===== config.mk =====
export PLATFORM = sky130hd
export DESIGN_NAME = soil_moisture_valve_reporter
export DESIGN_NICKNAME = d
export VERILOG_FILES = /design/src/sv/smvr_pkg.sv /design/src/sv/soil_moisture_valve_reporter.sv /design/src/sv/smvr_front.sv /design/src/sv/smvr_queue.sv /design/src/sv/smvr_back.sv
export VERILOG_INCLUDE_DIRS = /design/src /design/src/sv
export SDC_FILE = /design/constraint.sdc
export NUM_CORES = 2
export LEC_CHECK = 0
export BUFFER_PORTS_ARGS = -buffer_cell sky130_fd_sc_hd__buf_2
export CORE_MARGIN = 2
export CORE_UTILIZATION = 40
export CTS_CLUSTER_SIZE = 10
export DETAILED_ROUTE_END_ITERATION = 16
export GPL_TIMING_DRIVEN = 0
export PLACE_DENSITY_LB_ADDON = 0.2
export RECOVER_POWER = 25
export SLEW_MARGIN = 15
export SYNTH_ARGS = -nofsm -noshare
export SYNTH_HDL_FRONTEND = slang
export SYNTH_SLANG_ARGS = --single-unit

===== constraint.sdc =====
create_clock -name clk -period 17.1 [get_ports clk]
set_input_delay 2.565 -clock clk [delete_from_list [all_inputs] [get_ports clk]]
set_output_delay 2.565 -clock clk [all_outputs]
set_load 0.02 [all_outputs]

===== src/sv/soil_moisture_valve_reporter_macros.svh =====
// Assertion helpers for the soil moisture valve reporter.
`ifndef SOIL_MOISTURE_VALVE_REPORTER_MACROS_SVH
`define SOIL_MOISTURE_VALVE_REPORTER_MACROS_SVH
`ifndef ASSERT_OFF
`define SMVR_ASSERT(lbl, clk, rst_n, prop) \
  lbl: assert property (@(posedge clk) disable iff (!rst_n) prop) \
    else $error("smvr assertion failed");
`define SMVR_ASSERT_NEXT(lbl, clk, rst_n, ante, cons) \
  lbl: assert property (@(posedge clk) disable iff (!rst_n) ante |=> cons) \
    else $error("smvr assertion failed");
`else
`define SMVR_ASSERT(lbl, clk, rst_n, prop)
`define SMVR_ASSERT_NEXT(lbl, clk, rst_n, ante, cons)
`endif
`endif


===== src/sv/smvr_pkg.sv =====
`default_nettype none
package smvr_pkg;

  typedef struct packed {
    logic [9:0] temp_sample;
    logic [9:0] moisture_sample;
  } smvr_in_t;

  typedef struct packed {
    logic [7:0]  text_byte;
    logic        last_byte;
    logic        valve_open;
    logic [13:0] temperature_centi;
    logic [9:0]  moisture_tenths;
  } smvr_out_t;

  typedef struct packed {
    logic        control_enabled;
    logic        report_moisture;
    logic [6:0]  trigger_percent;
    logic [12:0] wet_offset_mv;
    logic [12:0] span_mv;
  } smvr_cfg_t;

  typedef enum logic [2:0] {
    CFG_CONTROL_ENABLED = 3'd0,
    CFG_REPORT_MOISTURE = 3'd1,
    CFG_TRIGGER_PERCENT = 3'd2,
    CFG_WET_OFFSET_MV   = 3'd3,
    CFG_SPAN_MV         = 3'd4
  } smvr_cfg_idx_t;

  localparam int unsigned CFG_DATA_W = 13;

  localparam logic        RST_CONTROL_ENABLED = 1'b1;
  localparam logic        RST_REPORT_MOISTURE = 1'b0;
  localparam logic [6:0]  RST_TRIGGER_PERCENT = 7'd10;
  localparam logic [12:0] RST_WET_OFFSET_MV   = 13'd1281;
  localparam logic [12:0] RST_SPAN_MV         = 13'd930;

  // report job handed from front to back
  typedef struct packed {
    logic [3:0][3:0] digits;
    logic            rep_moist;
    logic            valve;
    logic [13:0]     temp_centi;
    logic [9:0]      moist_tenths;
  } smvr_job_t;

  typedef struct packed {
    logic      valid;
    smvr_job_t job;
  } smvr_push_t;

  localparam logic [25:0] TEMP_SCALE  = 26'd50000;
  localparam logic [22:0] MOIST_SCALE = 23'd5000;
  localparam logic [22:0] ADC_FULL    = 23'd1023;
  localparam logic [22:0] CEIL_BIAS   = 23'd1022;
  localparam int unsigned DIV_SHIFT   = 36;
  localparam logic [26:0] RECIP_1023  = 27'((64'd1 << DIV_SHIFT) / 64'd1023);
  localparam int unsigned HUND_SHIFT  = 20;
  localparam logic [13:0] RECIP_100   = 14'((64'd1 << HUND_SHIFT) / 64'd100);

  localparam logic [13:0] TEMP_MAX    = 14'd9999;
  localparam logic [9:0]  MOIST_FULL  = 10'd1000;

  localparam logic [7:0] ASCII_ZERO  = 8'd48;
  localparam logic [7:0] ASCII_POINT = 8'h2E;
  localparam logic [7:0] ASCII_CR    = 8'h0D;
  localparam logic [7:0] ASCII_LF    = 8'h0A;

  localparam logic [2:0] POS_D3   = 3'd0;
  localparam logic [2:0] POS_D2   = 3'd1;
  localparam logic [2:0] POS_MIDA = 3'd2;
  localparam logic [2:0] POS_MIDB = 3'd3;
  localparam logic [2:0] POS_D0   = 3'd4;
  localparam logic [2:0] POS_CR   = 3'd5;
  localparam logic [2:0] POS_LF   = 3'd6;

  // exact for x up to 127
  function automatic logic [3:0] div10(input logic [6:0] x);
    logic [14:0] p;
    p = 15'(x) * 15'd205;
    return p[14:11];
  endfunction

  function automatic logic [3:0] mod10(input logic [6:0] x);
    logic [3:0] q;
    logic [6:0] t;
    q = div10(x);
    t = x - (7'({q, 3'b000}) + 7'({q, 1'b0}));
    return t[3:0];
  endfunction

endpackage
`default_nettype wire


===== src/sv/soil_moisture_valve_reporter.sv =====
// Path: an accepted sample pair runs through the conversion pipeline into the job
// queue; the output stage then loads its report bytes one at a time into the output
// register, from which each byte can leave once it is loaded.
// Each pair gives seven report bytes, sent by the single byte-serial output stage.
// The 7-stage conversion pipeline and a 2-entry job queue absorb output stalls.
// Reset (rst_n low at a clock edge) empties the pipeline and queue and loads
// the configuration defaults.
`default_nettype none
module soil_moisture_valve_reporter import smvr_pkg::*; #(
  parameter int unsigned QUEUE_DEPTH = 2
) (
  input  wire logic                  clk,
  input  wire logic                  rst_n,
  input  wire logic                  in_valid,
  output logic                       in_stall,
  input  wire smvr_in_t              in_data,
  output logic                       out_valid,
  input  wire logic                  out_stall,
  output smvr_out_t                  out_data,
  input  wire logic                  cfg_valid,
  output logic                       cfg_ready,
  input  wire logic [2:0]            cfg_index,
  input  wire logic [CFG_DATA_W-1:0] cfg_data
);

  smvr_cfg_t  cfg_r;
  smvr_push_t push;
  smvr_job_t  head;
  logic       q_full, q_empty, pop;

  assign cfg_ready = 1'b1;

  always_ff @(posedge clk) begin
    if (!rst_n) begin
      cfg_r.control_enabled <= RST_CONTROL_ENABLED;
      cfg_r.report_moisture <= RST_REPORT_MOISTURE;
      cfg_r.trigger_percent <= RST_TRIGGER_PERCENT;
      cfg_r.wet_offset_mv   <= RST_WET_OFFSET_MV;
      cfg_r.span_mv         <= RST_SPAN_MV;
    end else if (cfg_valid && cfg_ready) begin
      unique case (cfg_index)
        CFG_CONTROL_ENABLED: cfg_r.control_enabled <= cfg_data[0];
        CFG_REPORT_MOISTURE: cfg_r.report_moisture <= cfg_data[0];
        CFG_TRIGGER_PERCENT: cfg_r.trigger_percent <= cfg_data[6:0];
        CFG_WET_OFFSET_MV:   cfg_r.wet_offset_mv   <= cfg_data[12:0];
        CFG_SPAN_MV:         cfg_r.span_mv         <= cfg_data[12:0];
        default: ;
      endcase
    end
  end

  smvr_front u_front (
    .clk      (clk),
    .rst_n    (rst_n),
    .in_valid (in_valid),
    .in_stall (in_stall),
    .in_data  (in_data),
    .cfg      (cfg_r),
    .push     (push),
    .q_full   (q_full)
  );

  smvr_queue #(
    .DEPTH (QUEUE_DEPTH)
  ) u_queue (
    .clk   (clk),
    .rst_n (rst_n),
    .push  (push),
    .full  (q_full),
    .pop   (pop),
    .head  (head),
    .empty (q_empty)
  );

  smvr_back u_back (
    .clk       (clk),
    .rst_n     (rst_n),
    .head      (head),
    .empty     (q_empty),
    .pop       (pop),
    .out_valid (out_valid),
    .out_stall (out_stall),
    .out_data  (out_data)
  );

endmodule
`default_nettype wire


===== src/sv/smvr_front.sv =====
`default_nettype none
module smvr_front import smvr_pkg::*; (
  input  wire logic       clk,
  input  wire logic       rst_n,
  input  wire logic       in_valid,
  output logic            in_stall,
  input  wire smvr_in_t   in_data,
  input  wire smvr_cfg_t  cfg,
  output smvr_push_t      push,
  input  wire logic       q_full
);

  localparam int unsigned NST = 7;

  logic [NST-1:0] vld_r;
  logic           advance;

  // stage 1
  logic [25:0] s1_tprod_r;
  logic [22:0] s1_mprod_r, s1_wet_r;
  logic [13:0] s1_wsum_r;
  // stage 2
  logic [52:0] tmul;
  logic [49:0] mmul;
  logic [22:0] mx;
  logic [25:0] s2_tprod_r;
  logic [22:0] s2_mx_r;
  logic [15:0] s2_tq_r;
  logic [12:0] s2_mq_r;
  logic        s2_wet_r;
  logic [13:0] s2_wsum_r;
  // stage 3
  logic [25:0] trem;
  logic [22:0] mrem;
  logic [15:0] s3_tq_nxt, s3_tq_r;
  logic [12:0] s3_mq_nxt, s3_mq_r;
  logic        s3_wet_r;
  logic [13:0] s3_wsum_r;
  // stage 4
  logic signed [14:0] mdiff;
  logic [10:0] thresh;
  logic [13:0] s4_t_nxt, s4_t_r;
  logic [9:0]  s4_m_nxt, s4_m_r;
  logic        s4_valve_nxt, s4_valve_r;
  // stage 5
  logic [13:0] sel_v;
  logic [27:0] hmul;
  logic [13:0] s5_v_r, s5_t_r;
  logic [6:0]  s5_h_r;
  logic [9:0]  s5_m_r;
  logic        s5_valve_r, s5_rep_r;
  // stage 6
  logic [13:0] h100, vrem;
  logic [6:0]  s6_h_nxt, s6_h_r, s6_r_nxt, s6_r_r;
  logic [13:0] s6_t_r;
  logic [9:0]  s6_m_r;
  logic        s6_valve_r, s6_rep_r;
  // stage 7
  smvr_job_t   s7_job_r;

  assign advance  = !(vld_r[NST-1] && q_full);
  assign in_stall = !advance;

  always_ff @(posedge clk) begin
    if (!rst_n) begin
      vld_r <= '0;
    end else if (advance) begin
      vld_r <= {vld_r[NST-2:0], in_valid};
    end
  end

  always_comb begin
    tmul = 53'(s1_tprod_r) * 53'(RECIP_1023);
    mx   = s1_mprod_r + CEIL_BIAS;
    mmul = 50'(mx) * 50'(RECIP_1023);

    trem = s2_tprod_r - (26'({s2_tq_r, 10'b0}) - 26'(s2_tq_r));
    mrem = s2_mx_r - (23'({s2_mq_r, 10'b0}) - 23'(s2_mq_r));
    s3_tq_nxt = (trem >= 26'(ADC_FULL)) ? s2_tq_r + 16'd1 : s2_tq_r;
    s3_mq_nxt = (mrem >= ADC_FULL) ? s2_mq_r + 13'd1 : s2_mq_r;

    s4_t_nxt = (s3_tq_r > 16'(TEMP_MAX)) ? TEMP_MAX : s3_tq_r[13:0];
    mdiff = $signed({1'b0, s3_wsum_r}) - $signed({2'b00, s3_mq_r});
    priority if (s3_wet_r) begin
      s4_m_nxt = MOIST_FULL;
    end else if (mdiff < 15'sd0) begin
      s4_m_nxt = '0;
    end else if (mdiff > $signed({5'b0, MOIST_FULL})) begin
      s4_m_nxt = MOIST_FULL;
    end else begin
      s4_m_nxt = mdiff[9:0];
    end
    thresh = 11'({cfg.trigger_percent, 3'b000}) + 11'({cfg.trigger_percent, 1'b0});
    s4_valve_nxt = cfg.control_enabled && ({1'b0, s4_m_nxt} < thresh);

    sel_v = cfg.report_moisture ? 14'(s4_m_r) : s4_t_r;
    hmul  = 28'(sel_v) * 28'(RECIP_100);

    h100 = 14'({s5_h_r, 6'b0}) + 14'({s5_h_r, 5'b0}) + 14'({s5_h_r, 2'b0});
    vrem = s5_v_r - h100;
    if (vrem >= 14'd100) begin
      s6_h_nxt = s5_h_r + 7'd1;
      s6_r_nxt = 7'(vrem - 14'd100);
    end else begin
      s6_h_nxt = s5_h_r;
      s6_r_nxt = vrem[6:0];
    end
  end

  always_ff @(posedge clk) begin
    if (advance) begin
      s1_tprod_r <= 26'(in_data.temp_sample) * TEMP_SCALE;
      s1_mprod_r <= 23'(in_data.moisture_sample) * MOIST_SCALE;
      s1_wet_r   <= 23'(cfg.wet_offset_mv) * ADC_FULL;
      s1_wsum_r  <= 14'(cfg.wet_offset_mv) + 14'(cfg.span_mv);

      s2_tprod_r <= s1_tprod_r;
      s2_mx_r    <= mx;
      s2_tq_r    <= tmul[DIV_SHIFT +: 16];
      s2_mq_r    <= mmul[DIV_SHIFT +: 13];
      s2_wet_r   <= (s1_mprod_r <= s1_wet_r);
      s2_wsum_r  <= s1_wsum_r;

      s3_tq_r    <= s3_tq_nxt;
      s3_mq_r    <= s3_mq_nxt;
      s3_wet_r   <= s2_wet_r;
      s3_wsum_r  <= s2_wsum_r;

      s4_t_r     <= s4_t_nxt;
      s4_m_r     <= s4_m_nxt;
      s4_valve_r <= s4_valve_nxt;

      s5_v_r     <= sel_v;
      s5_h_r     <= hmul[HUND_SHIFT +: 7];
      s5_t_r     <= s4_t_r;
      s5_m_r     <= s4_m_r;
      s5_valve_r <= s4_valve_r;
      s5_rep_r   <= cfg.report_moisture;

      s6_h_r     <= s6_h_nxt;
      s6_r_r     <= s6_r_nxt;
      s6_t_r     <= s5_t_r;
      s6_m_r     <= s5_m_r;
      s6_valve_r <= s5_valve_r;
      s6_rep_r   <= s5_rep_r;

      s7_job_r.digits[3]    <= div10(s6_h_r);
      s7_job_r.digits[2]    <= mod10(s6_h_r);
      s7_job_r.digits[1]    <= div10(s6_r_r);
      s7_job_r.digits[0]    <= mod10(s6_r_r);
      s7_job_r.rep_moist    <= s6_rep_r;
      s7_job_r.valve        <= s6_valve_r;
      s7_job_r.temp_centi   <= s6_t_r;
      s7_job_r.moist_tenths <= s6_m_r;
    end
  end

  assign push.valid = vld_r[NST-1] && !q_full;
  assign push.job   = s7_job_r;

endmodule
`default_nettype wire


===== src/sv/smvr_queue.sv =====
`default_nettype none
`include "soil_moisture_valve_reporter_macros.svh"
module smvr_queue import smvr_pkg::*; #(
  parameter int unsigned DEPTH = 2
) (
  input  wire logic       clk,
  input  wire logic       rst_n,
  input  wire smvr_push_t push,
  output logic            full,
  input  wire logic       pop,
  output smvr_job_t       head,
  output logic            empty
);

  localparam int unsigned PW = (DEPTH > 1) ? $clog2(DEPTH) : 1;
  localparam int unsigned CW = $clog2(DEPTH + 1);

  smvr_job_t       mem_r [DEPTH];
  logic [PW-1:0]   wr_ptr_r, rd_ptr_r;
  logic [CW-1:0]   cnt_r, cnt_nxt;

  function automatic logic [PW-1:0] wrap_inc(input logic [PW-1:0] p);
    return (p == PW'(DEPTH - 1)) ? '0 : p + PW'(1);
  endfunction

  assign full  = (cnt_r == CW'(DEPTH));
  assign empty = (cnt_r == '0);
  assign head  = mem_r[rd_ptr_r];

  always_comb begin
    cnt_nxt = cnt_r;
    if (push.valid && !pop) begin
      cnt_nxt = cnt_r + CW'(1);
    end else if (!push.valid && pop) begin
      cnt_nxt = cnt_r - CW'(1);
    end
  end

  always_ff @(posedge clk) begin
    if (!rst_n) begin
      wr_ptr_r <= '0;
      rd_ptr_r <= '0;
      cnt_r    <= '0;
    end else begin
      if (push.valid) begin
        wr_ptr_r <= wrap_inc(wr_ptr_r);
      end
      if (pop) begin
        rd_ptr_r <= wrap_inc(rd_ptr_r);
      end
      cnt_r <= cnt_nxt;
    end
  end

  always_ff @(posedge clk) begin
    if (push.valid) begin
      mem_r[wr_ptr_r] <= push.job;
    end
  end

  `SMVR_ASSERT(a_cnt_bound, clk, rst_n, cnt_r <= CW'(DEPTH))
  `SMVR_ASSERT(a_no_push_full, clk, rst_n, !(push.valid && full))
  `SMVR_ASSERT(a_no_pop_empty, clk, rst_n, !(pop && empty))
  `SMVR_ASSERT_NEXT(a_cnt_up, clk, rst_n, push.valid && !pop, cnt_r == $past(cnt_r) + CW'(1))

endmodule
`default_nettype wire


===== src/sv/smvr_back.sv =====
`default_nettype none
module smvr_back import smvr_pkg::*; (
  input  wire logic      clk,
  input  wire logic      rst_n,
  input  wire smvr_job_t head,
  input  wire logic      empty,
  output logic           pop,
  output logic           out_valid,
  input  wire logic      out_stall,
  output smvr_out_t      out_data
);

  logic [2:0]  pos_r, pos_nxt;
  logic        load;
  logic        out_valid_r;
  smvr_out_t   out_r, out_nxt;
  logic [7:0]  ch_d3, ch_d2, ch_d1, ch_d0;

  assign load = !empty && (!out_valid_r || !out_stall);
  assign pop  = load && (pos_r == POS_LF);
  assign pos_nxt = (pos_r == POS_LF) ? POS_D3 : pos_r + 3'd1;

  always_comb begin
    ch_d3 = ASCII_ZERO + 8'(head.digits[3]);
    ch_d2 = ASCII_ZERO + 8'(head.digits[2]);
    ch_d1 = ASCII_ZERO + 8'(head.digits[1]);
    ch_d0 = ASCII_ZERO + 8'(head.digits[0]);
    out_nxt.last_byte         = (pos_r == POS_LF);
    out_nxt.valve_open        = head.valve;
    out_nxt.temperature_centi = head.temp_centi;
    out_nxt.moisture_tenths   = head.moist_tenths;
    unique case (pos_r)
      POS_D3:   out_nxt.text_byte = ch_d3;
      POS_D2:   out_nxt.text_byte = ch_d2;
      POS_MIDA: out_nxt.text_byte = head.rep_moist ? ch_d1 : ASCII_POINT;
      POS_MIDB: out_nxt.text_byte = head.rep_moist ? ASCII_POINT : ch_d1;
      POS_D0:   out_nxt.text_byte = ch_d0;
      POS_CR:   out_nxt.text_byte = ASCII_CR;
      default:  out_nxt.text_byte = ASCII_LF;
    endcase
  end

  always_ff @(posedge clk) begin
    if (!rst_n) begin
      pos_r       <= POS_D3;
      out_valid_r <= 1'b0;
    end else begin
      if (load) begin
        pos_r <= pos_nxt;
      end
      if (!out_valid_r || !out_stall) begin
        out_valid_r <= !empty;
      end
    end
  end

  always_ff @(posedge clk) begin
    if (load) begin
      out_r <= out_nxt;
    end
  end

  assign out_valid = out_valid_r;
  assign out_data  = out_r;

endmodule
`default_nettype wire


Word-level counts from Yosys, hierarchy flattened --
Memory sizes are Yosys's and may differ from the RTL's. A register that Yosys moved wholly into a read port is not among the register bits. Cells that the tools add are included. W data, S select, Z words.
Operators by class: $add $sub $neg 28, multipliers 8, divide/modulo/power cells 0, magnitude comparators 8, equality and inequality tests 11, shift-type cells 0, muxes and demuxes 20, bitwise logic cells 0, reductions and logical operators 23
Operators by type and width (number):
- $pmux W8 S6 | 1
- $mul A23 B21 Y43 const B | 1
- $mul A22 B21 Y42 const B | 1
- $mul A7 B8 Y15 const B | 2
- $mux W10 | 3
- $add A6 B4 Y7 const A | 4
- $mul A14 B14 Y27 const B | 1
- $ge A26 B10 Y1 const B | 1
- $sub A26 B16 Y26 | 1
- $sub A26 B26 Y26 | 1
- $add A23 B10 Y23 const B | 1
- $ge A23 B10 Y1 const B | 1
- $le A23 B23 Y1 | 1
- $mul A13 B10 Y23 const B | 1
- $sub A23 B13 Y23 | 1
- $sub A23 B23 Y23 | 1
- $mul A10 B12 Y22 const B | 1
- $mul A10 B10 Y20 const B | 1
- $add A16 B1 Y16 const B | 1
- $gt A16 B14 Y1 const B | 1
- $mux W16 | 1
- $mux W8 | 2
- $gt A15 B11 Y1 const B | 1
- $lt A15 B1 Y1 const B | 1
- 34 further kinds | 67
Storage, ports and cells: flip-flop bits (word level) 450, bits in latches 0, RAM bits 84, memory bits (read-only) 0, bits of input ports 41, output and inout bits 37, logic and storage cells 152, memories kept 1
Memories:
- u_queue.mem_r | depth 2, width 42, rd ports 1, clocked after Yosys merged registers in 1, wr ports 1, line smvr_queue.sv:18 | smvr_job_t mem_r [DEPTH];

Longest topological paths before layout --
depth after elaboration 7, gate-level depth with buffers 25, depth with buffers taken out 24

Modules after synthesis --
From an unflattened synthesis, not the netlist that was laid out.
Unflattened totals: cell total of the unflattened synthesis 3402, area, all modules 39514.1 µm²
Modules (own cells, without submodules):
- smvr_front | instances 1, cells each 3006, area each 33357.0 µm², seq. area each 11040.6 µm²
- smvr_queue | instances 1, cells each 153, area each 3249.4 µm², seq. area each 2622.5 µm²
- smvr_back | instances 1, cells each 100, area each 1453.9 µm², seq. area each 1041.0 µm²
- soil_moisture_valve_reporter | instances 1, cells each 143, area each 1453.9 µm², seq. area each 700.7 µm²

Least setup slack after synthesis --
No wires, ideal clock.
kind flip-flop to output port, start point register u_queue.cnt_r[0], end point output port in_stall, arrival time 14526 ps, required time 14535 ps, setup slack 9 ps, stages on the path, launching flop included 5, path buffers 1, cells stage by stage dfxtp_1 > nand2b_1 > or2_2 > clkbuf_1 > clkinv_1
Between the ends: word-level cells in the longest chain between the ends 2
Ends and longest elaborated chain:
- from (decl) | line smvr_queue.sv:20 | logic [CW-1:0] cnt_r, cnt_nxt;
- from (signal assigned) | line smvr_queue.sv:51 | cnt_r <= cnt_nxt;
- $eq A2 B2 Y1 | line smvr_queue.sv:26 | assign full = (cnt_r == CW'(DEPTH));
- $logic_and A1 B1 Y1 | line smvr_front.sv:61 | assign advance = !(vld_r[NST-1] && q_full);
- to (decl) | line soil_moisture_valve_reporter.sv:15 | output logic in_stall,
Every way passes these cells.

Worst setup path after layout --
start point register cfg_r[33] (netlist name), end point register u_front.s5_h_r[6] (data pin)
Between the ends: word-level cells in the longest chain between the ends 2
Ends and longest elaborated chain:
- from (decl) | line soil_moisture_valve_reporter.sv:26 | smvr_cfg_t cfg_r;
- $mux W14 | line smvr_front.sv:96 | sel_v = cfg.report_moisture ? 14'(s4_m_r) : s4_t_r;
- via u_front.sel_v[7] | line smvr_front.sv:46 | logic [13:0] sel_v;
- $mul A14 B14 Y27 | line smvr_front.sv:97 | hmul = 28'(sel_v) * 28'(RECIP_100);
- via u_front.hmul[26] | line smvr_front.sv:47 | logic [27:0] hmul;
- to (signal assigned) | line smvr_front.sv:134 | s5_h_r <= hmul[HUND_SHIFT +: 7];
- to (decl) | line smvr_front.sv:49 | logic [6:0] s5_h_r;
The timed path passes the listed nets, and every way through them passes these cells. A chain may end at the register's enable or synchronous reset.

==> out/qor.yml <==
outcome:
  status: "finished, violations left"
  violations: "max-capacitance violations, max-slew violations"
die:
  die-height_um: 318
  dieWidth_um: 318
  rows: 115
  core-area_sq_um: 98100
  ios: 78
  fp.dieArea_sq_um: 101000
  start_util_pct: 40.2
placed_design:
  io_buffers: 74
  dpl-instance-area_sq_um: 41700
  preCtsSetupSlack_ns: 9.74
  gp_congestion: 0.832
  place_hpwl_mm: 62.7
timing:
  hold_viol: 0
  rsz0062_at_grt: "false"
  period_share_pct: 41.9
  setup_slack_ns: 9.94
  tightest_slew_ns: 1.52
  post-route-min-period_ns: 7.16
  finalMaxSlewViolations: 19
  fmax_mhz: 140
  maxSlewHeadroom_pct: -1.59
  setup-tns-final_ns: 0
  skew_ns: 0.0124
  finalSetupViolCount: 0
critical_path:
  slowest_delay_ns: 0.56
  crit_family: "adder cells"
  path_cells: "clkbuf_1 -> clkbuf_1 -> mux2i_1 -> inv_1 -> fa_1 -> ha_1 -> inv_1 -> fa_1 -> inv_1 -> fa_1 -> fa_1 -> inv_1 -> fa_1 -> inv_1 -> ha_1 -> o211a_1 -> nand2_1 -> a211o_1 -> a41oi_1 -> nor2_1 -> o2111ai_1 -> a21oi_1 -> xnor2_1"
  critPathKind: "reg2reg"
  cp_max_fo: 10
  startpoint_type: "register"
  cp.arrival_ns: 7.51
  cp.required_ns: 17.45
  critical_path.slowest_cell: "fa_1"
  path_buf_inv: 7
  end_kind: "register"
clocking:
  numCtsBuffers: 68
  cts.sink_count: 530
  cts_resized: 0
  clk_pin_slew_worst_paths_ns: 0.05
  cts_buffer_depth: 3
  h-tree-depth: 3
  cts_root_buffer: "clkbuf_16"
  ctsHoldBuffers: 0
  insertion_delay_ns: 0.61
  post_cts_buffers: 0
  cts_tree: "done"
cells_and_area:
  final_common_cell: "ha_1"
  nets: 4532
  areaGrowthSynthToFinish_pct: 11.0
  layout_common_cells: "ha_1 (670), inv_1 (563), edfxtp_1 (479), fa_1 (207), nand2_1 (190)"
  final_core_util_pct: 44.6
  drive_gt1_share_pct: 6.59
  fin_area_sq_um: 43800
synthesis:
  ys_warn_count: 0
  synth.top_cell.area_share_pct: 36.5
  yosysTopAreaCell: "edfxtp_1"
  ys_top_cells_by_area: "edfxtp_1 (36%), ha_1 (21%), fa_1 (11%)"
  netlist_instances: 3460
  syn_area_sq_um: 39400
  synth-edff-count: 479
  ys_ff_latch: 530
  syn_area_per_cell_sq_um: 11.4
  synth_seq_area_share_pct: 39.0
  async_flop_share_pct: 0
  synth_cell_types: 83
  synthFlopType: "edfxtp_1"
grt:
  grt_max_degree: 62
  antenna_found_initial: 4
  track_usage_pct: 15.9
  grt_overflow: 0
  grt_first_pass_wirelength_mm: 130
  grt_pass1_vias: 24886
routing:
  drt_first_pass_iters: 5
  remaining_drc_errors: 0
  wl_per_cell_um: 15.8
  dr_total_vias: 24494
  antenna_left: 0
  vias_per_cell: 4.96
  drt_iter0_drc: 1398
  routed_wl_mm: 78.0
min_path:
  hp-class: "reg2reg"
flow_run:
  maxCapViolCount: 1
[stage by stage]
| stage | instances | hold WS [ns] |
|---|---|---|
| after floorplan | 3461 | 0.400 |
| after global placement | 4822 | 0.402 |
| after detailed placement | 4831 | 0.405 |
| after CTS | 4942 | 0.412 |
| after global routing | 4942 | 0.418 |
| final | 4943 | 0.412 |
[per-layer routing]
metal | global-route usage [%] | vias up | share of wire, %
li1 | - | 12460 | -
met1 | 22.2 | 11599 | 49
met2 | 25.8 | 328 | 46
met3 | 2.60 | 103 | 3.4
met4 | 3.76 | 4 | 2.0
met5 | 0 | - | 0.028
[worst paths after layout]
kind	slack, ns	from	to	depth (start not counted)
max	9.94	cfg_r[33]$_SDFFE_PN0P_	u_front.s5_h_r[6]$_DFFE_PN_	23
min	0.41	u_front.s6_t_r[6]$_DFFE_PN_	u_front.push[16]$_DFFE_PN_	0
max reg2reg	9.94	cfg_r[33]$_SDFFE_PN0P_	u_front.s5_h_r[6]$_DFFE_PN_	23
min reg2reg	0.41	u_front.s6_t_r[6]$_DFFE_PN_	u_front.push[16]$_DFFE_PN_	0
[cells in the mapped netlist (all sizes together) (24+ instances only)]
master,count
o21a,28
inv,564
edfxtp,479
mux2,34
nand4,24
fa,207
a21oi,127
a21o,39
nor2b,34
nor3,55
xnor2,160
nor2,154
nand3,54
nand2b,24
a21boi,43
o21ai,96
nor4,25
clkbuf,31
nand2,190
dfxtp,51
ha,670
xor2,53
[logic make-up after synthesis]
| family | count (synthesis) | synth area share (%) |
|---|---|---|
| other | 2 | 0.0190 |
| adder cells (fa/ha/maj) | 877 | 31.8 |
| flip-flops | 530 | 39.0 |
| buffers and inverters | 604 | 5.81 |
| AO/OA/AOI/OAI | 521 | 8.85 |
| AND/OR/NAND/NOR | 654 | 8.06 |
| XOR/XNOR | 215 | 4.84 |
| multiplexers | 57 | 1.62 |
[final cells by class]
type | count | area (sq um)
Antenna cell | 1 | 2.50
Buffer | 39 | 170
Clock buffer | 95 | 1930
Clock inverter | 16 | 189
Fill cell | 9235 | 54300
Inverter | 565 | 2120
Multi-Input combinational cell | 2327 | 21800
Sequential cell | 530 | 15400
Tap cell | 1287 | 1610
Timing Repair Buffer | 83 | 588
[state kept, by name, indices dropped and copies added, names as in the netlist, 16 cells and up, named ones only]
name	flops
u_front.s3_tq_r	16
u_front.s2_tq_r	16
u_front.s1_mprod_r	20
u_front.s1_wet_r	23
u_front.push	42
u_queue.mem_r	84
u_back.out_data	32
u_front.s2_tprod_r	22
cfg_r	35
u_front.s1_tprod_r	22
u_front.s2_mx_r	20
Power is not shown: default switching activity piles up to over one toggle a cycle in this logic, so the estimate is an artifact.
